[src/hdl/mfhp_pkg.sv]
// ----------------------------------------------------------------------------
// MIDI file header parser package
// Shared types, phase codes, result kinds and error codes.
// ----------------------------------------------------------------------------
package mfhp_pkg;

	localparam int BYTE_W   = 8;
	localparam int POS_W    = 5;
	localparam int FIELD_W  = 32;
	localparam int DIV_W    = 16;
	localparam int FMT_W    = 2;
	localparam int DELTA_W  = 56;
	localparam int DCOUNT_W = 4;

	localparam logic [FIELD_W-1:0]  MAGIC_HEAD      = 32'h4D54_6864;
	localparam logic [FIELD_W-1:0]  MAGIC_TRACK     = 32'h4D54_726B;
	localparam logic [FIELD_W-1:0]  HEAD_LENGTH     = 32'd6;
	localparam logic [DIV_W-1:0]    FORMAT_MAX      = 16'd2;
	localparam logic [DCOUNT_W-1:0] MAX_DELTA_BYTES = 4'd8;

	// Byte positions inside the chunk heads.
	localparam logic [POS_W-1:0] POS_MAGIC_LAST  = 5'd3;
	localparam logic [POS_W-1:0] POS_HLEN_LAST   = 5'd7;
	localparam logic [POS_W-1:0] POS_FORMAT_LAST = 5'd9;
	localparam logic [POS_W-1:0] POS_HEAD_LAST   = 5'd13;
	localparam logic [POS_W-1:0] POS_TLEN_LAST   = 5'd7;

	typedef enum logic [2:0] {
		PH_HEADER = 3'd0,
		PH_TRACK  = 3'd1,
		PH_DELTA  = 3'd2,
		PH_DONE   = 3'd3,
		PH_ERROR  = 3'd4
	} phase_t;

	typedef enum logic [1:0] {
		KIND_HEADER = 2'd0,
		KIND_TRACK  = 2'd1,
		KIND_DELTA  = 2'd2,
		KIND_ERROR  = 2'd3
	} kind_t;

	typedef enum logic [2:0] {
		ERR_NONE      = 3'd0,
		ERR_MTHD      = 3'd1,
		ERR_HEAD_LEN  = 3'd2,
		ERR_FORMAT    = 3'd3,
		ERR_MTRK      = 3'd4,
		ERR_DELTA_LEN = 3'd5
	} err_t;

	typedef struct packed {
		kind_t               kind;
		logic [FMT_W-1:0]    file_format;
		logic [DIV_W-1:0]    time_division;
		logic [FIELD_W-1:0]  track_length;
		logic [DELTA_W-1:0]  delta_time;
		err_t                error_code;
	} result_t;

endpackage

[src/hdl/mfhp_byte_if.sv]
// ----------------------------------------------------------------------------
// MIDI file byte channel
// Valid/ready channel that carries one file byte and the restart flag.
// ----------------------------------------------------------------------------
interface mfhp_byte_if import mfhp_pkg::*; ();

	logic              valid;
	logic              ready;
	logic [BYTE_W-1:0] byte_in;
	logic              restart;

	modport source (output valid, output byte_in, output restart, input ready);
	modport sink (input valid, input byte_in, input restart, output ready);

endinterface

[src/hdl/mfhp_result_if.sv]
// ----------------------------------------------------------------------------
// MIDI file result channel
// Valid/ready channel that carries one parse result.
// ----------------------------------------------------------------------------
interface mfhp_result_if import mfhp_pkg::*; ();

	logic               valid;
	logic               ready;
	logic [1:0]         kind;
	logic [FMT_W-1:0]   file_format;
	logic [DIV_W-1:0]   time_division;
	logic [FIELD_W-1:0] track_length;
	logic [DELTA_W-1:0] delta_time;
	logic [2:0]         error_code;

	modport source (
		output valid, output kind, output file_format, output time_division,
		output track_length, output delta_time, output error_code, input ready
	);
	modport sink (
		input valid, input kind, input file_format, input time_division,
		input track_length, input delta_time, input error_code, output ready
	);

endinterface

[src/hdl/mfhp_core.sv]
// ----------------------------------------------------------------------------
// MIDI file parser core
// Parse state registers and the per-byte next-state and result logic.
// ----------------------------------------------------------------------------
module mfhp_core import mfhp_pkg::*; (
	input  logic              clk,
	input  logic              arst_n,
	input  logic              advance,
	input  logic [BYTE_W-1:0] byte_in,
	input  logic              restart,
	output logic              res_valid,
	output result_t           res
);

	phase_t                phase_q, phase_n, phase_e;
	logic [POS_W-1:0]      pos_q, pos_n, pos_e;
	logic [FIELD_W-1:0]    shift_q, shift_n, shift_e, shifted;
	logic [FMT_W-1:0]      fmt_q, fmt_n, fmt_e;
	logic [DELTA_W-1:0]    acc_q, acc_n, acc_e;
	logic [DCOUNT_W-1:0]   cnt_q, cnt_n, cnt_e;

	always_ff @(posedge clk or negedge arst_n) begin
		if (!arst_n) begin
			phase_q <= PH_HEADER;
			pos_q   <= '0;
			shift_q <= '0;
			fmt_q   <= '0;
			acc_q   <= '0;
			cnt_q   <= '0;
		end else if (advance) begin
			phase_q <= phase_n;
			pos_q   <= pos_n;
			shift_q <= shift_n;
			fmt_q   <= fmt_n;
			acc_q   <= acc_n;
			cnt_q   <= cnt_n;
		end
	end

	always_comb begin
		// A restart byte is parsed as though the state had just been reset.
		phase_e = restart ? PH_HEADER : phase_q;
		pos_e   = restart ? '0 : pos_q;
		shift_e = restart ? '0 : shift_q;
		fmt_e   = restart ? '0 : fmt_q;
		acc_e   = restart ? '0 : acc_q;
		cnt_e   = restart ? '0 : cnt_q;
		shifted = {shift_e[FIELD_W-BYTE_W-1:0], byte_in};

		phase_n   = phase_e;
		pos_n     = pos_e;
		shift_n   = shift_e;
		fmt_n     = fmt_e;
		acc_n     = acc_e;
		cnt_n     = cnt_e;
		res_valid = 1'b0;
		res       = '0;

		case (phase_e)
			PH_HEADER: begin
				shift_n = shifted;
				pos_n   = pos_e + 5'd1;
				if (pos_e == POS_MAGIC_LAST && shifted != MAGIC_HEAD) begin
					phase_n        = PH_ERROR;
					res_valid      = 1'b1;
					res.kind       = KIND_ERROR;
					res.error_code = ERR_MTHD;
				end else if (pos_e == POS_HLEN_LAST && shifted != HEAD_LENGTH) begin
					phase_n        = PH_ERROR;
					res_valid      = 1'b1;
					res.kind       = KIND_ERROR;
					res.error_code = ERR_HEAD_LEN;
				end else if (pos_e == POS_FORMAT_LAST && shifted[DIV_W-1:0] > FORMAT_MAX) begin
					phase_n        = PH_ERROR;
					res_valid      = 1'b1;
					res.kind       = KIND_ERROR;
					res.error_code = ERR_FORMAT;
				end else begin
					if (pos_e == POS_FORMAT_LAST) begin
						fmt_n = shifted[FMT_W-1:0];
					end
					if (pos_e >= POS_HEAD_LAST) begin
						phase_n           = PH_TRACK;
						pos_n             = '0;
						res_valid         = 1'b1;
						res.kind          = KIND_HEADER;
						res.file_format   = fmt_e;
						res.time_division = shifted[DIV_W-1:0];
					end
				end
			end
			PH_TRACK: begin
				shift_n = shifted;
				pos_n   = pos_e + 5'd1;
				if (pos_e == POS_MAGIC_LAST && shifted != MAGIC_TRACK) begin
					phase_n        = PH_ERROR;
					res_valid      = 1'b1;
					res.kind       = KIND_ERROR;
					res.error_code = ERR_MTRK;
				end else if (pos_e >= POS_TLEN_LAST) begin
					phase_n          = PH_DELTA;
					pos_n            = '0;
					acc_n            = '0;
					cnt_n            = '0;
					res_valid        = 1'b1;
					res.kind         = KIND_TRACK;
					res.track_length = shifted;
				end
			end
			PH_DELTA: begin
				acc_n = {acc_e[DELTA_W-8:0], byte_in[BYTE_W-2:0]};
				cnt_n = cnt_e + 4'd1;
				if (!byte_in[BYTE_W-1]) begin
					phase_n        = PH_DONE;
					res_valid      = 1'b1;
					res.kind       = KIND_DELTA;
					res.delta_time = acc_n;
				end else if (cnt_n >= MAX_DELTA_BYTES) begin
					phase_n        = PH_ERROR;
					res_valid      = 1'b1;
					res.kind       = KIND_ERROR;
					res.error_code = ERR_DELTA_LEN;
				end
			end
			default: begin
			end
		endcase
	end

endmodule

[src/hdl/mfhp_out_reg.sv]
// ----------------------------------------------------------------------------
// MIDI file parser result register
// Holds one result until the downstream side takes it.
// ----------------------------------------------------------------------------
module mfhp_out_reg import mfhp_pkg::*; (
	input  logic    clk,
	input  logic    arst_n,
	input  logic    load,
	input  logic    res_valid,
	input  result_t res,
	output logic    space,
	mfhp_result_if.source events
);

	logic    valid_q;
	result_t res_q;

	// A new byte may enter when the register is empty or drains this cycle.
	assign space = !valid_q || events.ready;

	always_ff @(posedge clk or negedge arst_n) begin
		if (!arst_n) begin
			valid_q <= 1'b0;
		end else if (load) begin
			valid_q <= res_valid;
		end else if (events.ready) begin
			valid_q <= 1'b0;
		end
	end

	always_ff @(posedge clk) begin
		if (load && res_valid) begin
			res_q <= res;
		end
	end

	assign events.valid         = valid_q;
	assign events.kind          = res_q.kind;
	assign events.file_format   = res_q.file_format;
	assign events.time_division = res_q.time_division;
	assign events.track_length  = res_q.track_length;
	assign events.delta_time    = res_q.delta_time;
	assign events.error_code    = res_q.error_code;

endmodule

[src/hdl/midi_file_header_parser.sv]
// ----------------------------------------------------------------------------
// MIDI file header parser
// Checks the header and first track chunk head and decodes the first delta.
// ----------------------------------------------------------------------------
// Takes one file byte per transaction and can take one every cycle; a result,
// when a byte causes one, appears on the result channel on the next cycle from
// a single result register. The byte channel stalls only while that register
// holds a result that has not been taken. After a delta, or after an error,
// bytes are taken but give no result until a byte arrives with restart set.
module midi_file_header_parser import mfhp_pkg::*; (
	input  logic clk,
	input  logic arst_n,
	mfhp_byte_if.sink     stream,
	mfhp_result_if.source events
);

	logic    space;
	logic    take;
	logic    res_valid;
	result_t res;

	assign stream.ready = space;
	assign take         = stream.valid && space;

	mfhp_core u_core (
		.clk       (clk),
		.arst_n    (arst_n),
		.advance   (take),
		.byte_in   (stream.byte_in),
		.restart   (stream.restart),
		.res_valid (res_valid),
		.res       (res)
	);

	mfhp_out_reg u_out_reg (
		.clk       (clk),
		.arst_n    (arst_n),
		.load      (take),
		.res_valid (res_valid),
		.res       (res),
		.space     (space),
		.events    (events)
	);

endmodule

[src/flat_wrapper.sv]
// flat-port wrapper written by rule: the top's interface ports become plain ports
module midi_file_header_parser_flat import mfhp_pkg::*;
  (clk, arst_n, stream_valid, stream_byte_in, stream_restart, stream_ready, events_valid, events_kind, events_file_format, events_time_division, events_track_length, events_delta_time, events_error_code, events_ready);
  mfhp_byte_if stream_i ();
  mfhp_result_if events_i ();
  input  logic clk;
  input  logic arst_n;
  input wire logic [$bits(stream_i.valid)-1:0] stream_valid;
  input wire logic [$bits(stream_i.byte_in)-1:0] stream_byte_in;
  input wire logic [$bits(stream_i.restart)-1:0] stream_restart;
  output wire logic [$bits(stream_i.ready)-1:0] stream_ready;
  output wire logic [$bits(events_i.valid)-1:0] events_valid;
  output wire logic [$bits(events_i.kind)-1:0] events_kind;
  output wire logic [$bits(events_i.file_format)-1:0] events_file_format;
  output wire logic [$bits(events_i.time_division)-1:0] events_time_division;
  output wire logic [$bits(events_i.track_length)-1:0] events_track_length;
  output wire logic [$bits(events_i.delta_time)-1:0] events_delta_time;
  output wire logic [$bits(events_i.error_code)-1:0] events_error_code;
  input wire logic [$bits(events_i.ready)-1:0] events_ready;
  assign stream_i.valid = stream_valid;
  assign stream_i.byte_in = stream_byte_in;
  assign stream_i.restart = stream_restart;
  assign stream_ready = stream_i.ready;
  assign events_valid = events_i.valid;
  assign events_kind = events_i.kind;
  assign events_file_format = events_i.file_format;
  assign events_time_division = events_i.time_division;
  assign events_track_length = events_i.track_length;
  assign events_delta_time = events_i.delta_time;
  assign events_error_code = events_i.error_code;
  assign events_i.ready = events_ready;
  midi_file_header_parser u_core (.clk(clk), .arst_n(arst_n), .stream(stream_i), .events(events_i));
endmodule
[config.mk]
export PLATFORM = sky130hd
export DESIGN_NAME = midi_file_header_parser_flat
export DESIGN_NICKNAME = d
export VERILOG_FILES = /design/src/hdl/mfhp_pkg.sv /design/src/hdl/mfhp_byte_if.sv /design/src/hdl/mfhp_result_if.sv /design/src/hdl/mfhp_core.sv /design/src/hdl/mfhp_out_reg.sv /design/src/hdl/midi_file_header_parser.sv /design/src/flat_wrapper.sv
export SDC_FILE = /design/constraint.sdc
export NUM_CORES = 1
export LEC_CHECK = 0
export BUFFER_PORTS_ARGS = -buffer_cell sky130_fd_sc_hd__buf_2
export CAP_MARGIN = 10
export CORE_UTILIZATION = 35
export DETAILED_ROUTE_END_ITERATION = 12
export PLACE_DENSITY = 0.58
export SYNTH_ARGS = -nofsm -noshare
export SYNTH_HDL_FRONTEND = slang
export SYNTH_SLANG_ARGS = --single-unit
export TNS_END_PERCENT = 1
[constraint.sdc]
create_clock -name clk -period 10.35 [get_ports clk]
set_input_delay 1.5525 -clock clk [delete_from_list [all_inputs] [get_ports clk]]
set_output_delay 1.5525 -clock clk [all_outputs]
set_load 0.1 [all_outputs]
==> qor.txt <==
Status: finished, final reports clean
HP Class: register to register
Crit start category: primary input
Via count: 5211
XOR/XNOR Fraction of Synth Area: 0.108%
Total wire length: 18800 um
Vias per cell: 5.15
Leak pwr: 4.02 nW
Post-CTS Setup Inserts: 0
Worst rel slew slack: 37.4%
Synth Area in Compound Gates: 12.3%
Final non-filler cell area: 0.00967 sq mm
Starting DRT DRC Count: 326
Worst slew pin tran: 936 ps
Clock Power Share: 30.9%
Synth Warn #: 0
I/O Pins: 126
Drt drc: 0
Finished Layout Cells: 1012
Final Wtd Congestion: 0.896
Setup CP Type: primary input to register
Int Pwr: 1.38 mW
CTS max path bufs: 2
DP HPWL: 12600 um
CTS tree: yes
Largest net degree at the start of global routing: 73
Drt pass-1 iters: 7
H-Tree Depth: 4
Synth Area in Simple Gates: 15.1%
RSZ-0062 raised after global routing: no
Die Height: 154 um
Peak Freq: 0.226 GHz
Seq pwr share: 45.3%
Post-Synthesis Net Count: 610
Largest family of logic cells by synthesized area: simple AND/OR/NAND/NOR gates
Initial Util: 35.7%
Seq/Total Area, Yosys: 68.3%
Row count: 55
Clk sink count: 199
Final critical-path share of the clock period: 42.7%
Placed cells: 978
Async set-reset flop share out of synthesis: 44.2%
Endpoints failing setup: 0
CTS buffer count: 17
Setup_tns: 0 ps
Pwr Total: 2.17 mW
Post-synth EDFFs: 111
Logic gate share of total power: 23.8%
Vias in the first global route: 5294
Final Hold Violating Endpoints: 0
Port Buffer Count: 125
First-pass GRT wire length: 30400 um
Die Wd: 154 um
WHS Path Cells: 1
Core Region: 0.0227 sq mm
Crit path DAT: 4480 ps
Average cell area after synthesis: 13.6 sq um
Max-cap violations: 0
Post-Synthesis Cells: 594
Hold_buf cts: 0
Die area: 0.0238 sq mm
Worst skew pair latency: 440 ps
Slew Limit Fails: 0
DRT antenna net count: 0
Kind of end point of the critical path: register
Sw Share: 36.7%
# nets final: 730
ANT cells: 0
CP Max Fanout: 59
R2r worst-path depth: 8
Fillers: 2110
#FFs+latches synth: 199
Initial antenna violation count: 0
CP Data Required Time: 10410 ps
Post-CTS Resized: 0
Area delta synth->final: 19.3%
Global-route usage over all layers: 16.7%
Clock transition at path regs: 70 ps
Dpl cell area: 0.00905 sq mm
Cell Pwr Density: 225 mW/mm^2
Adder-Cell Fraction of Synth Area: 0.463%
Net Sw Power: 0.798 mW
Share of cells above drive strength 1: 26.1%
Mux share of post-synthesis cell area: 1.34%
Drt wl/cell: 18.6 um
Post-synth cell types: 62
Final min period: 4420 ps
Synth Flop Type: edfxtp_1
Worst VDD drop: 0.106 mV
CTS Root Cell: clkbuf_16
Worst clock skew: 14.3 ps
Congestion Overflow GR: 0
Post-Syn Area: 0.00811 sq mm
## power by group through the flow
stage / clock [mW] / combinational, mW / sequential, mW
after CTS: 0.689 / 0.518 / 0.985
after global routing: 0.722 / 0.545 / 0.995
final: 0.671 / 0.518 / 0.984
after global placement: 0 / 0.512 / 0.998
after detailed placement: 0 / 0.518 / 1.00
after floorplan: 0 / 0.137 / 1.28
## critical path, cell delays in order
cell	delay (ps)
buf_2	390
nand2b_1	310
inv_1	60
ha_1	190
nand2_1	100
a21oi_1	250
nor2b_2	580
nor3_1	200
a21oi_4	190
buf_4	600
## synth_stat cells (all sizes together) (3+ instances only)
cell	count	area [sq um]
nand3	5	25.0
a22o	51	447
nor2b	9	58.8
mux2i	3	30.0
nor4	6	43.8
ha	3	37.5
o31ai	4	30.0
nor2	18	75.1
inv	8	30.0
o21ai	23	115
nand2	32	120
a22oi	17	128
nand2b	4	25.0
clkbuf	34	148
nor3	11	60.1
dfrtp	88	2200
and2	105	659
edfxtp	111	3330
nor4b	4	35.0
a21oi	9	48.8
mux2	7	78.8
## sequential cells by signal, summed over array words and instances (netlist names), 3 cells and up
register	count
u_core.u_core.acc_q	49
u_core.u_core.pos_q	5
u_core.u_out_reg.events.time_division	16
u_core.u_core.cnt_q	4
u_core.u_out_reg.events.track_length	32
u_core.u_core.phase_q	3
u_core.u_out_reg.events.error_code	3
u_core.u_out_reg.events.delta_time	56
u_core.u_core.shift_q	24
## final cells by class
cell class              count  area [sq um]  share of cell area, %
clock buffers              19           433                   4.48
clock inverters            13           168                   1.73
inverters                   8          30.0                  0.310
multi-input cells         351          2420                   25.1
flip-flops and latches    199          5540                   57.2
well taps                 285           357                   3.69
repair buffers            137           726                   7.50
## cells by family after synthesis
group	after synthesis
AO/OA/AOI/OAI	129
XOR/XNOR	1
adder cells (fa/ha/maj)	3
buffers and inverters	44
flip-flops	199
multiplexers	10
AND/OR/NAND/NOR	208
## metal layers
layer	GRT usage, %	vias up	part of all wire [%]
li1	-	2442	-
met1	22.3	2605	46
met2	26.5	133	47
met3	3.39	31	4.3
met4	7.14	0	2.5
met5	0	-	0
## through the flow
step                hold WS (ps)  worst slack, ps  utilization (%)
floorplan                    438             1060                -
global placement             460             5610             39.8
detailed placement           473             5470             39.8
CTS                          484             5920             42.5
global route                 527             5620             42.6
finish                       478             5930             42.6
## worst paths after layout
path / from / to / slack, ps
worst min-delay path: u_core.u_core.cnt_q[2] / u_core.u_core.cnt_q[2] / 480
worst min register to register: u_core.u_core.cnt_q[2] / u_core.u_core.cnt_q[2] / 480
min in group asynchronous: arst_n / u_core.u_core.phase_q[2] / 980
worst max register to register: u_core.u_core.pos_q[0] / u_core.u_out_reg.events.delta_time[52] / 7130
worst max-delay path: stream_restart / u_core.u_out_reg.events.delta_time[52] / 5930
max in group asynchronous: arst_n / u_core.u_core.shift_q[19] / 8190
## cells in the final DEF, fill, tap and decap left out, types with 2 or more instances in the layout
cell type | netlist | routed
a211oi_1 | 2 | 2
a21oi_1 | 8 | 7
a22o_1 | 51 | 51
a22oi_1 | 17 | 17
a31oi_1 | 2 | 2
a41oi_1 | 2 | 2
and2_1 | 104 | 104
buf_2 | 0 | 124
buf_4 | 1 | 11
buf_6 | 1 | 2
bufinv_16 | 0 | 2
clkbuf_1 | 32 | 2
clkbuf_16 | 0 | 17
clkinv_4 | 0 | 3
dfrtp_1 | 88 | 88
edfxtp_1 | 111 | 111
ha_1 | 3 | 3
inv_1 | 8 | 8
inv_8 | 0 | 4
mux2_2 | 7 | 7
mux2i_1 | 3 | 3
nand2_1 | 32 | 32
nand2b_1 | 4 | 4
nand3_1 | 5 | 5
nand4b_1 | 2 | 2
nand4bb_1 | 2 | 2
nor2_1 | 17 | 16
nor2_4 | 1 | 2
nor2b_1 | 8 | 7
nor2b_2 | 1 | 2
nor3_1 | 10 | 10
nor4_1 | 5 | 5
nor4b_1 | 4 | 4
o21ai_0 | 19 | 19
o21ai_1 | 4 | 4
o21bai_1 | 2 | 2
o22ai_1 | 2 | 2
o31ai_1 | 4 | 3
or4b_1 | 2 | 2
Power figures use the tool's default switching activity.
